$ cat src/rtl/minimal_change_combination_generator_assert.svh
// Assertion macros for the combination generator.
// Included by modules that carry concurrent assertions; no other dependencies.
`ifndef MINIMAL_CHANGE_COMBINATION_GENERATOR_ASSERT_SVH
`define MINIMAL_CHANGE_COMBINATION_GENERATOR_ASSERT_SVH

// same-cycle implication
`define MCCG_ASSERT_IMPLY(name, clk, rst_n, ante, cons, msg) \
    name: assert property (@(posedge clk) disable iff (!rst_n) (ante) |-> (cons)) \
        else $error(msg);

// next-cycle implication
`define MCCG_ASSERT_NEXT(name, clk, rst_n, ante, cons, msg) \
    name: assert property (@(posedge clk) disable iff (!rst_n) (ante) |=> (cons)) \
        else $error(msg);

`endif

$ cat src/rtl/mccg_pkg.sv
// Shared types and constants for the combination generator.
// No dependencies; imported by every module of the block.
package mccg_pkg;

    localparam int MAX_SET_SIZE = 32;
    localparam int TW_DEPTH     = MAX_SET_SIZE + 2;
    localparam int AW           = $clog2(TW_DEPTH);
    localparam int TW_W         = AW + 1;

    localparam int CFG_W  = 6;
    localparam int POS_W  = 5;
    localparam int IDX_W  = 6;
    localparam int MASK_W = 32;

    localparam int REG_AW = 1;
    localparam int APB_AW = REG_AW + 2;
    localparam int APB_DW = 32;

    localparam int IN_TDATA_W  = 8;
    localparam int OUT_FIELD_W = 2 * POS_W + IDX_W + MASK_W + 1;
    localparam int OUT_TDATA_W = ((OUT_FIELD_W + 7) / 8) * 8;
    localparam int OUT_PAD_W   = OUT_TDATA_W - OUT_FIELD_W;

    localparam logic [CFG_W-1:0] RST_SELECT_COUNT = CFG_W'(1);
    localparam logic [CFG_W-1:0] RST_SET_SIZE     = CFG_W'(2);

    typedef enum logic {
        OP_RESTART = 1'b0,
        OP_ADVANCE = 1'b1
    } t_op;

    typedef enum logic [REG_AW-1:0] {
        REG_SELECT_COUNT = 1'b0,
        REG_SET_SIZE     = 1'b1
    } t_reg;

    typedef struct packed {
        logic [CFG_W-1:0] select_count;
        logic [CFG_W-1:0] set_size;
    } t_cfg;

    typedef struct packed {
        t_op              op;
        logic [POS_W-1:0] query_position;
    } t_item;

    typedef struct packed {
        logic              done_res;
        logic [POS_W-1:0]  entering_position;
        logic [POS_W-1:0]  leaving_position;
        logic [IDX_W-1:0]  entering_item_index;
        logic [MASK_W-1:0] selection_mask;
        logic              query_active;
    } t_result;

endpackage

$ cat src/rtl/mccg_cfg.sv
// APB register file: select_count and set_size.
// Depends on mccg_pkg.
module mccg_cfg (
    input  logic                          i_clk,
    input  logic                          i_rst_n,
    input  logic                          psel,
    input  logic                          penable,
    input  logic                          pwrite,
    input  logic [mccg_pkg::APB_AW-1:0]   paddr,
    input  logic [mccg_pkg::APB_DW-1:0]   pwdata,
    output logic [mccg_pkg::APB_DW-1:0]   prdata,
    output logic                          pready,
    output mccg_pkg::t_cfg                o_cfg
);
    import mccg_pkg::*;

    logic [CFG_W-1:0] r_select_count;
    logic [CFG_W-1:0] r_set_size;
    logic             wr;
    t_reg             reg_sel;

    assign pready  = 1'b1;
    assign wr      = psel & penable & pwrite & pready;
    assign reg_sel = t_reg'(paddr[APB_AW-1:2]);

    always_comb begin
        unique case (reg_sel)
            REG_SELECT_COUNT: prdata = {{(APB_DW-CFG_W){1'b0}}, r_select_count};
            REG_SET_SIZE:     prdata = {{(APB_DW-CFG_W){1'b0}}, r_set_size};
            default:          prdata = '0;
        endcase
    end

    always_ff @(posedge i_clk) begin
        if (!i_rst_n) begin
            r_select_count <= RST_SELECT_COUNT;
            r_set_size     <= RST_SET_SIZE;
        end else if (wr) begin
            unique case (reg_sel)
                REG_SELECT_COUNT: r_select_count <= pwdata[CFG_W-1:0];
                REG_SET_SIZE:     r_set_size     <= pwdata[CFG_W-1:0];
                default:          r_set_size     <= r_set_size;
            endcase
        end
    end

    assign o_cfg.select_count = r_select_count;
    assign o_cfg.set_size     = r_set_size;

endmodule

$ cat src/rtl/mccg_core.sv
// Twiddle sequencer: twiddle array memory, scan pointer and compare unit.
// Depends on mccg_pkg and the assertion macro header.
module mccg_core (
    input  logic              i_clk,
    input  logic              i_rst_n,
    input  mccg_pkg::t_cfg    i_cfg,
    input  logic              i_start,
    input  mccg_pkg::t_item   i_item,
    output logic              o_ready,
    input  logic              i_out_free,
    output logic              o_res_valid,
    output mccg_pkg::t_result o_res
);
    import mccg_pkg::*;
    `include "minimal_change_combination_generator_assert.svh"

    typedef enum logic [3:0] {
        S_FILL, S_IDLE, S_SCAN_J, S_SCAN_K, S_SCAN_Z, S_FLIP, S_FIN_A, S_FIN_B, S_RESULT
    } t_state;

    typedef logic [AW-1:0]         t_addr;
    typedef logic signed [TW_W-1:0] t_tw;

    localparam t_tw TW_ZERO = '0;
    localparam t_tw TW_ONE  = TW_W'(1);
    localparam t_tw TW_NEG1 = TW_W'(-1);
    localparam t_tw TW_NEG2 = TW_W'(-2);
    localparam t_addr A_ONE = AW'(1);
    localparam logic [MAX_SET_SIZE-1:0] BIT0 = {{(MAX_SET_SIZE-1){1'b0}}, 1'b1};

    // twiddle array
    t_tw   mem [TW_DEPTH];
    t_tw   r_rdata;
    logic  wr_en;
    t_addr wr_addr;
    t_addr rd_addr;
    t_tw   wr_data;

    always_ff @(posedge i_clk) begin
        if (wr_en) begin
            mem[wr_addr] <= wr_data;
        end
        r_rdata <= mem[rd_addr];
    end

    t_state                  r_state, n_state;
    logic                    r_init, n_init;
    t_addr                   r_n, n_n;
    t_addr                   r_m, n_m;
    logic [MAX_SET_SIZE-1:0] r_mask, n_mask;
    logic                    r_exh, n_exh;
    t_addr                   r_ptr, n_ptr;
    t_addr                   r_j, n_j;
    t_tw                     r_prev, n_prev;
    t_tw                     r_kval, n_kval;
    t_addr                   r_x, n_x;
    t_addr                   r_y, n_y;
    t_tw                     r_z, n_z;
    logic                    r_done, n_done;
    logic [POS_W-1:0]        r_query, n_query;

    t_addr                   cfg_n, cfg_m;
    t_addr                   lim, ptr_inc, nm, fill_ofs;
    logic                    at_lim, d_pos, d_zero;
    t_tw                     fill_val;
    logic [MAX_SET_SIZE-1:0] fill_bit, mask_step;

    always_comb begin
        if (i_cfg.set_size == '0) begin
            cfg_n = A_ONE;
        end else if (int'(i_cfg.set_size) > MAX_SET_SIZE) begin
            cfg_n = AW'(MAX_SET_SIZE);
        end else begin
            cfg_n = AW'(i_cfg.set_size);
        end
        if (int'(i_cfg.select_count) > int'(cfg_n)) begin
            cfg_m = cfg_n;
        end else begin
            cfg_m = AW'(i_cfg.select_count);
        end
    end

    // compare unit shared by all scan passes
    assign lim      = r_n + A_ONE;
    assign at_lim   = (r_ptr >= lim);
    assign ptr_inc  = at_lim ? r_ptr : r_ptr + A_ONE;
    assign d_pos    = (r_rdata > TW_ZERO);
    assign d_zero   = (r_rdata == TW_ZERO);
    assign nm       = r_n - r_m;
    assign fill_ofs = r_ptr - nm;

    always_comb begin
        if (r_ptr == lim) begin
            fill_val = TW_NEG2;
        end else if (r_m == '0 && r_ptr == A_ONE) begin
            fill_val = TW_ONE;
        end else if (r_ptr <= nm) begin
            fill_val = TW_ZERO;
        end else begin
            fill_val = $signed({1'b0, fill_ofs});
        end
    end

    assign fill_bit  = (r_ptr != lim && r_ptr > nm) ? (BIT0 << (r_ptr - A_ONE)) : '0;
    assign mask_step = (r_mask | (BIT0 << r_x)) & ~(BIT0 << r_y);

    always_comb begin
        n_state = r_state;
        n_init  = r_init;
        n_n     = r_n;
        n_m     = r_m;
        n_mask  = r_mask;
        n_exh   = r_exh;
        n_ptr   = r_ptr;
        n_j     = r_j;
        n_prev  = r_prev;
        n_kval  = r_kval;
        n_x     = r_x;
        n_y     = r_y;
        n_z     = r_z;
        n_done  = r_done;
        n_query = r_query;
        wr_en   = 1'b0;
        wr_addr = r_ptr;
        wr_data = TW_ZERO;
        rd_addr = ptr_inc;

        unique case (r_state)
            S_FILL: begin
                wr_en   = 1'b1;
                wr_data = fill_val;
                n_mask  = r_mask | fill_bit;
                if (at_lim) begin
                    n_init  = 1'b0;
                    n_state = r_init ? S_IDLE : S_RESULT;
                    n_done  = 1'b0;
                    n_x     = '0;
                    n_y     = '0;
                    n_z     = TW_ZERO;
                end else begin
                    n_ptr = r_ptr + A_ONE;
                end
            end
            S_IDLE: begin
                rd_addr = A_ONE;
                if (i_start) begin
                    n_query = i_item.query_position;
                    if (i_item.op == OP_RESTART) begin
                        n_n     = cfg_n;
                        n_m     = cfg_m;
                        n_mask  = '0;
                        n_exh   = 1'b0;
                        n_ptr   = A_ONE;
                        n_state = S_FILL;
                    end else if (r_exh) begin
                        n_done  = 1'b1;
                        n_x     = '0;
                        n_y     = '0;
                        n_z     = TW_ZERO;
                        n_state = S_RESULT;
                    end else begin
                        n_ptr   = A_ONE;
                        n_prev  = TW_ONE;
                        n_state = S_SCAN_J;
                    end
                end
            end
            S_SCAN_J: begin
                if (!at_lim && !d_pos) begin
                    n_prev = r_rdata;
                    n_ptr  = r_ptr + A_ONE;
                end else if (at_lim) begin
                    n_exh   = 1'b1;
                    n_done  = 1'b1;
                    n_x     = '0;
                    n_y     = '0;
                    n_z     = TW_ZERO;
                    n_state = S_RESULT;
                end else begin
                    n_j = r_ptr;
                    if (r_prev == TW_ZERO) begin
                        wr_en   = 1'b1;
                        wr_addr = r_ptr;
                        wr_data = TW_ZERO;
                        n_x     = '0;
                        n_z     = TW_ZERO;
                        n_y     = r_ptr - A_ONE;
                        n_ptr   = A_ONE;
                        n_state = S_FLIP;
                    end else begin
                        if (r_ptr > A_ONE) begin
                            wr_en   = 1'b1;
                            wr_addr = r_ptr - A_ONE;
                            wr_data = TW_ZERO;
                        end
                        n_kval  = r_rdata;
                        n_ptr   = r_ptr + A_ONE;
                        n_state = S_SCAN_K;
                    end
                end
            end
            S_SCAN_K: begin
                if (!at_lim && d_pos) begin
                    n_kval = r_rdata;
                    n_ptr  = r_ptr + A_ONE;
                end else begin
                    n_j     = r_ptr;
                    rd_addr = r_ptr;
                    n_state = S_SCAN_Z;
                end
            end
            S_SCAN_Z: begin
                if (!at_lim && d_zero) begin
                    wr_en   = 1'b1;
                    wr_data = TW_NEG1;
                    n_ptr   = r_ptr + A_ONE;
                end else if (r_rdata == TW_NEG1) begin
                    wr_en   = 1'b1;
                    wr_data = r_kval;
                    n_x     = r_ptr - A_ONE;
                    n_y     = r_j - AW'(2);
                    n_z     = r_kval - TW_ONE;
                    n_state = S_FIN_A;
                end else if (at_lim) begin
                    n_exh   = 1'b1;
                    n_done  = 1'b1;
                    n_x     = '0;
                    n_y     = '0;
                    n_z     = TW_ZERO;
                    n_state = S_RESULT;
                end else begin
                    wr_en   = 1'b1;
                    wr_addr = r_j;
                    wr_data = r_rdata;
                    n_z     = r_rdata - TW_ONE;
                    n_x     = r_j - A_ONE;
                    n_y     = r_ptr - A_ONE;
                    n_state = S_FIN_B;
                end
            end
            S_FLIP: begin
                wr_en   = 1'b1;
                wr_data = (r_ptr == A_ONE) ? TW_ONE : TW_NEG1;
                if (r_ptr + A_ONE >= r_j) begin
                    n_mask  = mask_step;
                    n_done  = 1'b0;
                    n_state = S_RESULT;
                end else begin
                    n_ptr = r_ptr + A_ONE;
                end
            end
            S_FIN_A: begin
                wr_en   = 1'b1;
                wr_addr = r_j - A_ONE;
                wr_data = TW_NEG1;
                n_mask  = mask_step;
                n_done  = 1'b0;
                n_state = S_RESULT;
            end
            S_FIN_B: begin
                wr_en   = 1'b1;
                wr_data = TW_ZERO;
                n_mask  = mask_step;
                n_done  = 1'b0;
                n_state = S_RESULT;
            end
            S_RESULT: begin
                if (i_out_free) begin
                    n_state = S_IDLE;
                end
            end
            default: begin
                n_state = S_IDLE;
            end
        endcase
    end

    always_ff @(posedge i_clk) begin
        r_j     <= n_j;
        r_prev  <= n_prev;
        r_kval  <= n_kval;
        r_x     <= n_x;
        r_y     <= n_y;
        r_z     <= n_z;
        r_done  <= n_done;
        r_query <= n_query;
        if (!i_rst_n) begin
            r_state <= S_FILL;
            r_init  <= 1'b1;
            r_n     <= AW'(RST_SET_SIZE);
            r_m     <= AW'(RST_SELECT_COUNT);
            r_mask  <= '0;
            r_exh   <= 1'b0;
            r_ptr   <= A_ONE;
        end else begin
            r_state <= n_state;
            r_init  <= n_init;
            r_n     <= n_n;
            r_m     <= n_m;
            r_mask  <= n_mask;
            r_exh   <= n_exh;
            r_ptr   <= n_ptr;
        end
    end

    logic [AW+POS_W-1:0]          x_ext, y_ext;
    logic [TW_W+IDX_W-1:0]        z_ext;
    logic [MAX_SET_SIZE+MASK_W-1:0] m_ext;
    logic [MASK_W-1:0]            mask_out;

    assign x_ext    = {{POS_W{1'b0}}, r_x};
    assign y_ext    = {{POS_W{1'b0}}, r_y};
    assign z_ext    = {{IDX_W{r_z[TW_W-1]}}, r_z};
    assign m_ext    = {{MASK_W{1'b0}}, r_mask};
    assign mask_out = m_ext[MASK_W-1:0];

    assign o_ready                   = (r_state == S_IDLE);
    assign o_res_valid               = (r_state == S_RESULT);
    assign o_res.done_res            = r_done;
    assign o_res.entering_position   = x_ext[POS_W-1:0];
    assign o_res.leaving_position    = y_ext[POS_W-1:0];
    assign o_res.entering_item_index = z_ext[IDX_W-1:0];
    assign o_res.selection_mask      = mask_out;
    assign o_res.query_active        = mask_out[r_query];

    `MCCG_ASSERT_NEXT(a_swap_keeps_count, i_clk, i_rst_n, (r_state == S_FIN_A || r_state == S_FIN_B), ($countones(r_mask) == $countones($past(r_mask))), "swap changed the selected count")
    `MCCG_ASSERT_NEXT(a_exhausted_holds, i_clk, i_rst_n, (r_state == S_IDLE && i_start && i_item.op == OP_ADVANCE && r_exh), (r_state == S_RESULT && r_done && $stable(r_mask)), "advance after exhaustion moved")
    `MCCG_ASSERT_IMPLY(a_scan_in_range, i_clk, i_rst_n, (r_state == S_SCAN_J || r_state == S_SCAN_K || r_state == S_SCAN_Z), (r_ptr <= lim), "scan pointer past sentinel")
    `MCCG_ASSERT_NEXT(a_result_held, i_clk, i_rst_n, (r_state == S_RESULT && !i_out_free), (r_state == S_RESULT && $stable(r_mask) && $stable(r_x)), "pending result lost")

endmodule

$ cat src/rtl/minimal_change_combination_generator.sv
// Top level of the minimal-change combination generator (twiddle scheme).
// Depends on mccg_pkg, mccg_cfg and mccg_core.
//
//  channel   | dir | words
//  s_axis    | in  | tuser: op; tdata: query_position
//  m_axis    | out | tuser: done_res; tdata: positions, item index, mask, query flag
//  apb       | in  | select_count at 0x0, set_size at 0x4
//
// Restart: the array is refilled one entry per cycle for the clamped set_size.
// Advance: straight to the result when already exhausted; else set by the element scan
// through the array's single read port, longer when the front run is rewritten after the scan.
// One word at a time; s_axis_tready is low from accept until the result enters the output register.
// After reset the array is filled for the default config while s_axis_tready is low.
// The output register holds a result while m_axis_tready is low; the next word may be accepted.
module minimal_change_combination_generator (
    input  logic                               i_clk,
    input  logic                               i_rst_n,
    input  logic                               s_axis_tvalid,
    output logic                               s_axis_tready,
    // [4:0] query_position, [7:5] zero
    input  logic [mccg_pkg::IN_TDATA_W-1:0]    s_axis_tdata,
    // [0] op
    input  logic                               s_axis_tuser,
    output logic                               m_axis_tvalid,
    input  logic                               m_axis_tready,
    // [4:0] entering_position, [9:5] leaving_position, [15:10] entering_item_index,
    // [47:16] selection_mask, [48] query_active, [55:49] zero
    output logic [mccg_pkg::OUT_TDATA_W-1:0]   m_axis_tdata,
    // [0] done_res
    output logic                               m_axis_tuser,
    input  logic                               psel,
    input  logic                               penable,
    input  logic                               pwrite,
    input  logic [mccg_pkg::APB_AW-1:0]        paddr,
    input  logic [mccg_pkg::APB_DW-1:0]        pwdata,
    output logic [mccg_pkg::APB_DW-1:0]        prdata,
    output logic                               pready
);
    import mccg_pkg::*;

    t_cfg    cfg;
    t_item   item;
    t_result res;
    logic    core_ready;
    logic    res_valid;
    logic    out_free;
    logic    r_out_valid;
    t_result r_out;

    mccg_cfg u_cfg (
        .i_clk   (i_clk),
        .i_rst_n (i_rst_n),
        .psel    (psel),
        .penable (penable),
        .pwrite  (pwrite),
        .paddr   (paddr),
        .pwdata  (pwdata),
        .prdata  (prdata),
        .pready  (pready),
        .o_cfg   (cfg)
    );

    assign item.op             = t_op'(s_axis_tuser);
    assign item.query_position = s_axis_tdata[POS_W-1:0];
    assign s_axis_tready       = core_ready;
    assign out_free            = !r_out_valid || m_axis_tready;

    mccg_core u_core (
        .i_clk       (i_clk),
        .i_rst_n     (i_rst_n),
        .i_cfg       (cfg),
        .i_start     (s_axis_tvalid && core_ready),
        .i_item      (item),
        .o_ready     (core_ready),
        .i_out_free  (out_free),
        .o_res_valid (res_valid),
        .o_res       (res)
    );

    always_ff @(posedge i_clk) begin
        if (res_valid && out_free) begin
            r_out <= res;
        end
        if (!i_rst_n) begin
            r_out_valid <= 1'b0;
        end else if (res_valid && out_free) begin
            r_out_valid <= 1'b1;
        end else if (m_axis_tready) begin
            r_out_valid <= 1'b0;
        end
    end

    assign m_axis_tvalid = r_out_valid;
    assign m_axis_tuser  = r_out.done_res;
    assign m_axis_tdata  = {{OUT_PAD_W{1'b0}},
                            r_out.query_active,
                            r_out.selection_mask,
                            r_out.entering_item_index,
                            r_out.leaving_position,
                            r_out.entering_position};

endmodule

$ cat config.mk
export PLATFORM = sky130hd
export DESIGN_NAME = minimal_change_combination_generator
export DESIGN_NICKNAME = d
export VERILOG_FILES = /design/src/rtl/mccg_pkg.sv /design/src/rtl/mccg_cfg.sv /design/src/rtl/mccg_core.sv /design/src/rtl/minimal_change_combination_generator.sv
export VERILOG_INCLUDE_DIRS = /design/src /design/src/rtl
export SDC_FILE = /design/constraint.sdc
export NUM_CORES = 1
export LEC_CHECK = 0
export BUFFER_PORTS_ARGS = -buffer_cell sky130_fd_sc_hd__buf_2
export CAP_MARGIN = 20
export CORE_ASPECT_RATIO = 2
export CORE_MARGIN = 1
export CORE_UTILIZATION = 65
export CTS_CLUSTER_SIZE = 14
export DETAILED_ROUTE_END_ITERATION = 12
export PLACE_DENSITY = 0.85
export SLEW_MARGIN = 20
export SYNTH_ARGS = -nofsm -noshare
export SYNTH_HDL_FRONTEND = slang
export SYNTH_SLANG_ARGS = --single-unit
$ cat constraint.sdc
create_clock -name i_clk -period 9.4 [get_ports i_clk]
set_input_delay 0.94 -clock i_clk [delete_from_list [all_inputs] [get_ports i_clk]]
set_output_delay 0.94 -clock i_clk [all_outputs]
set_load 0.005 [all_outputs]
* Yosys cells after proc, flatten, opt, wreduce, memory -nomap -nowiden
Memory sizes are Yosys's and may differ from the RTL's. A register that Yosys moved wholly into a read port is not among the register bits.
Cells that the tools add are included.
** Word-level totals
- Register bits after elaboration :: 163
- Input bits :: 51
- Bits in writable memories :: 238
- Output and inout port bits :: 92
- Word-level logic and storage cells :: 254
- Memories kept :: 1
** Operators by class
- $add $sub $neg :: 9
- Order comparisons :: 9
- Bitwise gates (word level) :: 8
- Reduce and logical (&&, ||, !) cells :: 40
- Multiplexer cells :: 127
- Shift operators :: 3
- Eq/ne operators :: 33
** Memories
- u_core.mem :: words 34, bits a word 7, read ports 1, clocked after Yosys merged registers in 1, write ports 1, line mccg_core.sv:32 : t_tw mem [TW_DEPTH];
** Operators by type and width (count)
- $mux 6 :: 51
- $mux 32 :: 4
- $pmux 32 s4 :: 1
- $mux 7 :: 14
- $shl 1x6->32 const A :: 3
- $pmux 6 s4 :: 3
- $or 32x32->32 :: 2
- $pmux 32 s2 :: 1
- $mux 4 :: 13
- $pmux 6 s6 :: 1
- $and 32x32->32 :: 1
- $not 32->32 :: 1
- $pmux 4 s8 :: 1
- $pmux 7 s2 :: 2
- $pmux 7 s4 :: 1
- $mux 1 :: 27
- $pmux 6 s2 :: 2
- $ne 2x2->1 const B :: 10
- $pmux 6 s3 :: 1
- $sub 6x2->6 const B :: 3
- $eq 4x3->1 const B :: 4
- $ne 2x1->1 const B :: 8
- $logic_not 7->1 :: 2
- $reduce_and 7->1 :: 2
- other kinds (43) :: 71

* Depth between registers and ports, before layout
- Word-level depth :: 8
- Depth in mapped cells :: 18
- Gate-level depth less buffers :: 16

* Modules after synthesis
From an unflattened synthesis, not the netlist that was laid out.
** Second synthesis, totals
- Cell total of the unflattened synthesis :: 1682
- Area total of the unflattened synthesis :: 19597.5 µm²
** Modules (own cells, without submodules)
- mccg_core :: instances 1, area each 17181.5 µm², cells each 1532
- minimal_change_combination_generator :: instances 1, area each 1621.6 µm², cells each 64
- mccg_cfg :: instances 1, area each 794.5 µm², cells each 86

* Least setup slack after synthesis
No wires, ideal clock.
- Kind :: register to register
- Start point :: register u_core.r_ptr[0]
- End point :: memory u_core.mem[0][2] (netlist name), data pin
- Stages on the path, launching flop included :: 14
- Library setup time :: 0.469 ns
- Arrival time :: 3.882 ns
- Clock period less this slack :: 4.352 ns
- Slack :: 5.048 ns
- Cell sequence :: dfxtp_1 clkbuf_1 inv_1 ha_1 fa_1 nor2b_1 o21ai_0 nand2b_1 a21o_1 a21oi_1 a31oi_1 and3_1 inv_1 o21ai_0
** On the way
- Longest elaborated chain between the ends :: 5
- Elaborated cells between the ends (all ways) :: 16
- Those cells by class :: add/sub: 1; order compare: 2; eq/ne: 2; mux: 8; reduce/logical: 3
** Ends and longest elaborated chain
- start, declared :: line mccg_core.sv:52 : t_addr r_ptr, n_ptr;
- start signal, assigned :: line mccg_core.sv:302 : r_ptr <= n_ptr;
- $sub 6x6->6 (tied with other cells) :: line mccg_core.sv:90 : assign fill_ofs = r_ptr - nm;
- $mux 6 (tied with other cells) :: line mccg_core.sv:97 : end else if (r_ptr <= nm) begin
- $mux 7 (tied with other cells) :: line mccg_core.sv:95 : end else if (r_m == '0 && r_ptr == A_ONE) begin
- $mux 7 (on tied branches) :: line mccg_core.sv:93, mccg_core.sv:213
- $pmux 7 s4 (*) :: line mccg_core.sv:128 : unique case (r_state)
- via u_core.wr_data[2] :: line mccg_core.sv:37 : t_tw wr_data;
- end, declared :: line mccg_core.sv:32
Mark *: on every way through the listed nets, which the timed path passes. The rest lies on a longest branch.

* Worst setup path after layout
- Start point :: register u_core.r_n[2]
- End point :: register u_core.r_rdata[0] (read register of u_core.mem)
** On the way
- Longest elaborated chain between the ends :: 6
- Elaborated cells between the ends (all ways) :: 7
- Those cells by class :: add/sub: 1; order compare: 1; mux: 3; reduce/logical: 2
** Ends and longest elaborated chain
- start, declared :: line mccg_core.sv:48 : t_addr r_n, n_n;
- start signal, assigned :: line mccg_core.sv:290 : r_n <= AW'(RST_SET_SIZE);
- start signal, assigned :: line mccg_core.sv:298 : r_n <= n_n;
- $add 6x1->6 (*) :: line mccg_core.sv:84 : assign lim = r_n + A_ONE;
- $ge 6x6->1 (*) :: line mccg_core.sv:85 : assign at_lim = (r_ptr >= lim);
- $logic_not 1->1 :: line mccg_core.sv:203 : if (!at_lim && d_pos) begin
- $logic_and 1x1->1 :: line mccg_core.sv:203
- $mux 6 :: line mccg_core.sv:203
- $pmux 6 s2 (*) :: line mccg_core.sv:128
- end, declared :: line mccg_core.sv:33 : t_tw r_rdata;
Every way passes the cells marked *; elsewhere a longest branch is shown, timed or not.
A chain may end at the register's enable or synchronous reset.

==> key figures <==
Routing
  • Total vias in the final route: 14400
  • DR WL/cell: 24.4 µm
  • Vias per std cell: 6.65
  • Post-Route WL: 53000 µm
  • DR iter-0 viols: 1481
  • Pre-antenna DRT Iters: 6
  • DRC violations left: 0
  • Routed Antenna Nets: 0

Synthesis
  • Most used DFF post-synth: edfxtp_1
  • Most frequent cells after synthesis: edfxtp_1 (332), nand2_1 (304), a21oi_1 (137), nor2_1 (107), dfxtp_1 (76)
  • Post-Synth XOR/XNOR Area: 0.0172
  • Cell count after synthesis: roughly 1700
  • Post-synthesis adder-cell area fraction: 0.0298
  • Most common cell in the netlist: edfxtp_1
  • Number of synthesized flops with an enable pin: 332
  • Dominant cell type by area after synthesis: edfxtp_1
  • Post-Synth Simple-Gate Area: 0.147
  • Share of the synthesized area in the top cell type: 0.515
  • Count of cell types in the netlist: 97
  • Syn. warnings: 0
  • Sequential fraction of the synthesis area: 0.593
  • Post-synthesis area per instance: 11.3 µm²
  • Register bit count reported by yosys: 408
  • Share of flip-flops with an asynchronous set or reset: 0
  • Mux share of post-synthesis cell area: 0.0295
  • Synthesized cell area: 19400 µm²
  • Largest family of logic cells by synthesized area: simple AND/OR/NAND/NOR gates
  • Synth Area in Compound Gates: 0.141
  • Synth top area cells: edfxtp_1 (51%), dfxtp_1 (7.9%), nand2_1 (5.9%), a21oi_1 (3.5%), ha_1 (2.8%)

GRT
  • M2 GR Usage: 0.638
  • Global route hottest layer: met2
  • First-pass GRT wire length: around 81000 µm
  • Number of global-route vias before repair: 14100
  • Overall routing resource usage: 0.364
  • Antenna violations before repair: 0
  • Largest net degree at the start of global routing: 70
  • Routing usage on met1: 0.344
  • Congestion Overflow GR: 0
  • Met3 Track Usage GR: 0.0831

CTS
  • Sink Count: 408
  • Clock latency on the worst-skew pair: 560 ps
  • CTS Buf Count: 37
  • Clock Pin Slew Worst Setup and Hold Paths: 70 ps
  • CTS H-tree lvls: 2
  • Postcts setup bufs: 0
  • CTS tree: done
  • Hold bufs inserted after CTS: 0
  • Clock Tree Buf Depth: 3
  • Post-CTS resize count: 0
  • Root Buffer: clkbuf_16

Setup path
  • Arrival @ worst endpoint: roughly 5800 ps
  • FF-to-FF End: u_core.r_rdata[0]
  • CP required: 9770 ps
  • Worst r2r path cells: 15
  • Crit path from: u_core.r_n[2]
  • Max FO, Critical Path: 69
  • Worst r2r src: u_core.r_n[2]
  • Crit path launch type: register
  • Worst reg-to-reg setup slack: 4010 ps
  • Crit path capture type: register
  • Critical path type: register to register
  • Worst setup endpoint: u_core.r_rdata[0]

Timing
  • TNS Setup: 0 ps
  • RSZ-0062 raised after global routing: false
  • Final hold vios: 0
  • Worst slew pin tran: 1320 ps
  • Highest clock rate: 186 MHz
  • Tmin final: roughly 5400 ps
  • Setup WS post-layout: 4010 ps
  • Max transition margin: 0.117
  • Pins Over Slew Limit: 0
  • Final setup viols: 0
  • Part of the cycle the worst path needs: 0.573
  • Final hold slack: between 400 and 500 ps
  • Clk_skew: 19.3 ps

Pwr
  • Max IR drop VDD: 0.000285 V
  • Power density over the cells: 333 nW/µm²
  • Total Power: 7060 µW
  • Static Leak: 0.00746 µW

Min path
  • Type of the worst min-delay path: register to register

Placed design
  • Pre-CTS setup slack: ~4200 ps
  • Gpl congestion: about 1.1
  • I/O Buffers: 77
  • Placed insts: 2104
  • Detailed placer's ending HPWL: around 37000 µm

Die
  • Die Wd: 124 µm
  • Initial Util: 0.659
  • Die Y: ~250 µm
  • Core area: 29400 µm²
  • Total Die Area: just over 30000 µm²
  • Ports: 143
  • Placement row count: 89

Cells and area
  • Filler cell count: 1985
  • Non-Filler Instances: 2170
  • Nets: 1877
  • Layout cell share with drive strength beyond 1: 0.126
  • Antenna cells: 0
  • Synth-to-layout area growth: 9.32%

Status
  • Status: finished, final reports clean

Run
  • Max Cap Viol: 0
## cell usage in the layout (no fill, tap or decap), types with 5 or more instances in the layout
cell	n
edfxtp_1	332
nand2_1	304
a21oi_1	136
nor2_1	106
buf_2	78
dfxtp_1	76
o21ai_0	55
nand3_1	50
ha_1	43
clkbuf_16	41
o22ai_1	38
nor3_1	35
inv_1	34
conb_1	34
mux2i_1	29
buf_4	29
and3_1	28
xnor2_1	27
a211oi_1	27
a31oi_1	22
nand2b_1	17
a22o_1	17
clkbuf_1	15
and2_1	12
nor2b_1	11
xor2_1	11
a21o_1	10
or3_1	10
mux4_2	10
a32oi_1	8
nor4_1	7
nand4_1	7
o2111ai_1	7
a221oi_1	7
o21ai_1	7
a22oi_1	6
o21ai_4	5
nor2_2	5
mux2_2	5
o211ai_1	5
## kinds of logic after synthesis
group,after synthesis
buffers and inverters,154
other,2
adder cells (fa/ha/maj),45
AO/OA/AOI/OAI,403
XOR/XNOR,38
multiplexers,44
AND/OR/NAND/NOR,626
flip-flops,408
## worst min path at each step
stage                        from               end  cells past startpoint
global route        u_core.r_z[4]  m_axis_tdata[14]                      0
floorplan           u_core.r_z[0]  m_axis_tdata[10]                      0
finish              u_core.r_z[5]  m_axis_tdata[15]                      0
global placement    u_core.r_z[2]  m_axis_tdata[12]                      0
detailed placement  u_core.r_z[5]  m_axis_tdata[15]                      0
CTS                 u_core.r_z[5]  m_axis_tdata[15]                      0
## registers in the layout, indices dropped and copies added, names as in the netlist, 4 cells and up
name / count
u_core.mem: 238
m_axis_tdata: 49
u_core.mask_out: 32
u_core.r_kval: 7
u_core.r_prev: 7
u_core.r_rdata: 7
u_cfg.r_select_count: 6
u_cfg.r_set_size: 6
u_core.r_j: 6
u_core.r_m: 6
u_core.r_n: 6
u_core.r_ptr: 6
u_core.r_x: 6
u_core.r_y: 6
u_core.r_z: 6
u_core.r_query: 5
u_core.r_state: 4
## final cells by class
cell class / count / area [µm²] / share of cell area
clock inverter: 6 / 61.3 / 0.00290
sequential: 408 / 11500 / 0.543
tap: 364 / 455 / 0.0215
clock buffer: 58 / 1110 / 0.0524
inverter: 36 / 139 / 0.00656
timing repair buffer: 108 / 619 / 0.0293
multi-input combinational: 1190 / 7290 / 0.345
## routing by layer
| layer | vias to the layer above | routed length (µm) |
|---|---|---|
| li1 | 6429 | - |
| met1 | 6822 | 15600 |
| met2 | 901 | 28300 |
| met3 | 270 | 4120 |
| met4 | 0 | 4990 |
| met5 | - | 0 |
## critical path: stages, from the launching register on
cell and delay (ps):
dfxtp_1 430, and3_1 250, nand3_1 110, xor2_1 160, ha_1 330, nand4_2 230, o21ai_4 200, buf_4 320
inv_4 170, ha_1 440, o2bb2ai_4 140, buf_4 600, and3_1 260, a31oi_1 60, a2111oi_1 1210, a221oi_1 240
## metrics by stage
step / utilization / instance area, µm²
after floorplan: - / 19500
after global placement: 0.679 / 20000
after detailed placement: 0.679 / 20000
after CTS: 0.719 / 21100
after global routing: 0.720 / 21200
final: 0.720 / 21200
## power breakdown
group	switching, µW	internal (µW)	total [µW]
Sequential	163	2480	2640
Clock	651	820	1470
Combinational	2130	817	2950
Total	2950	4110	7060
Note: power is estimated with default switching activity, not from simulation.
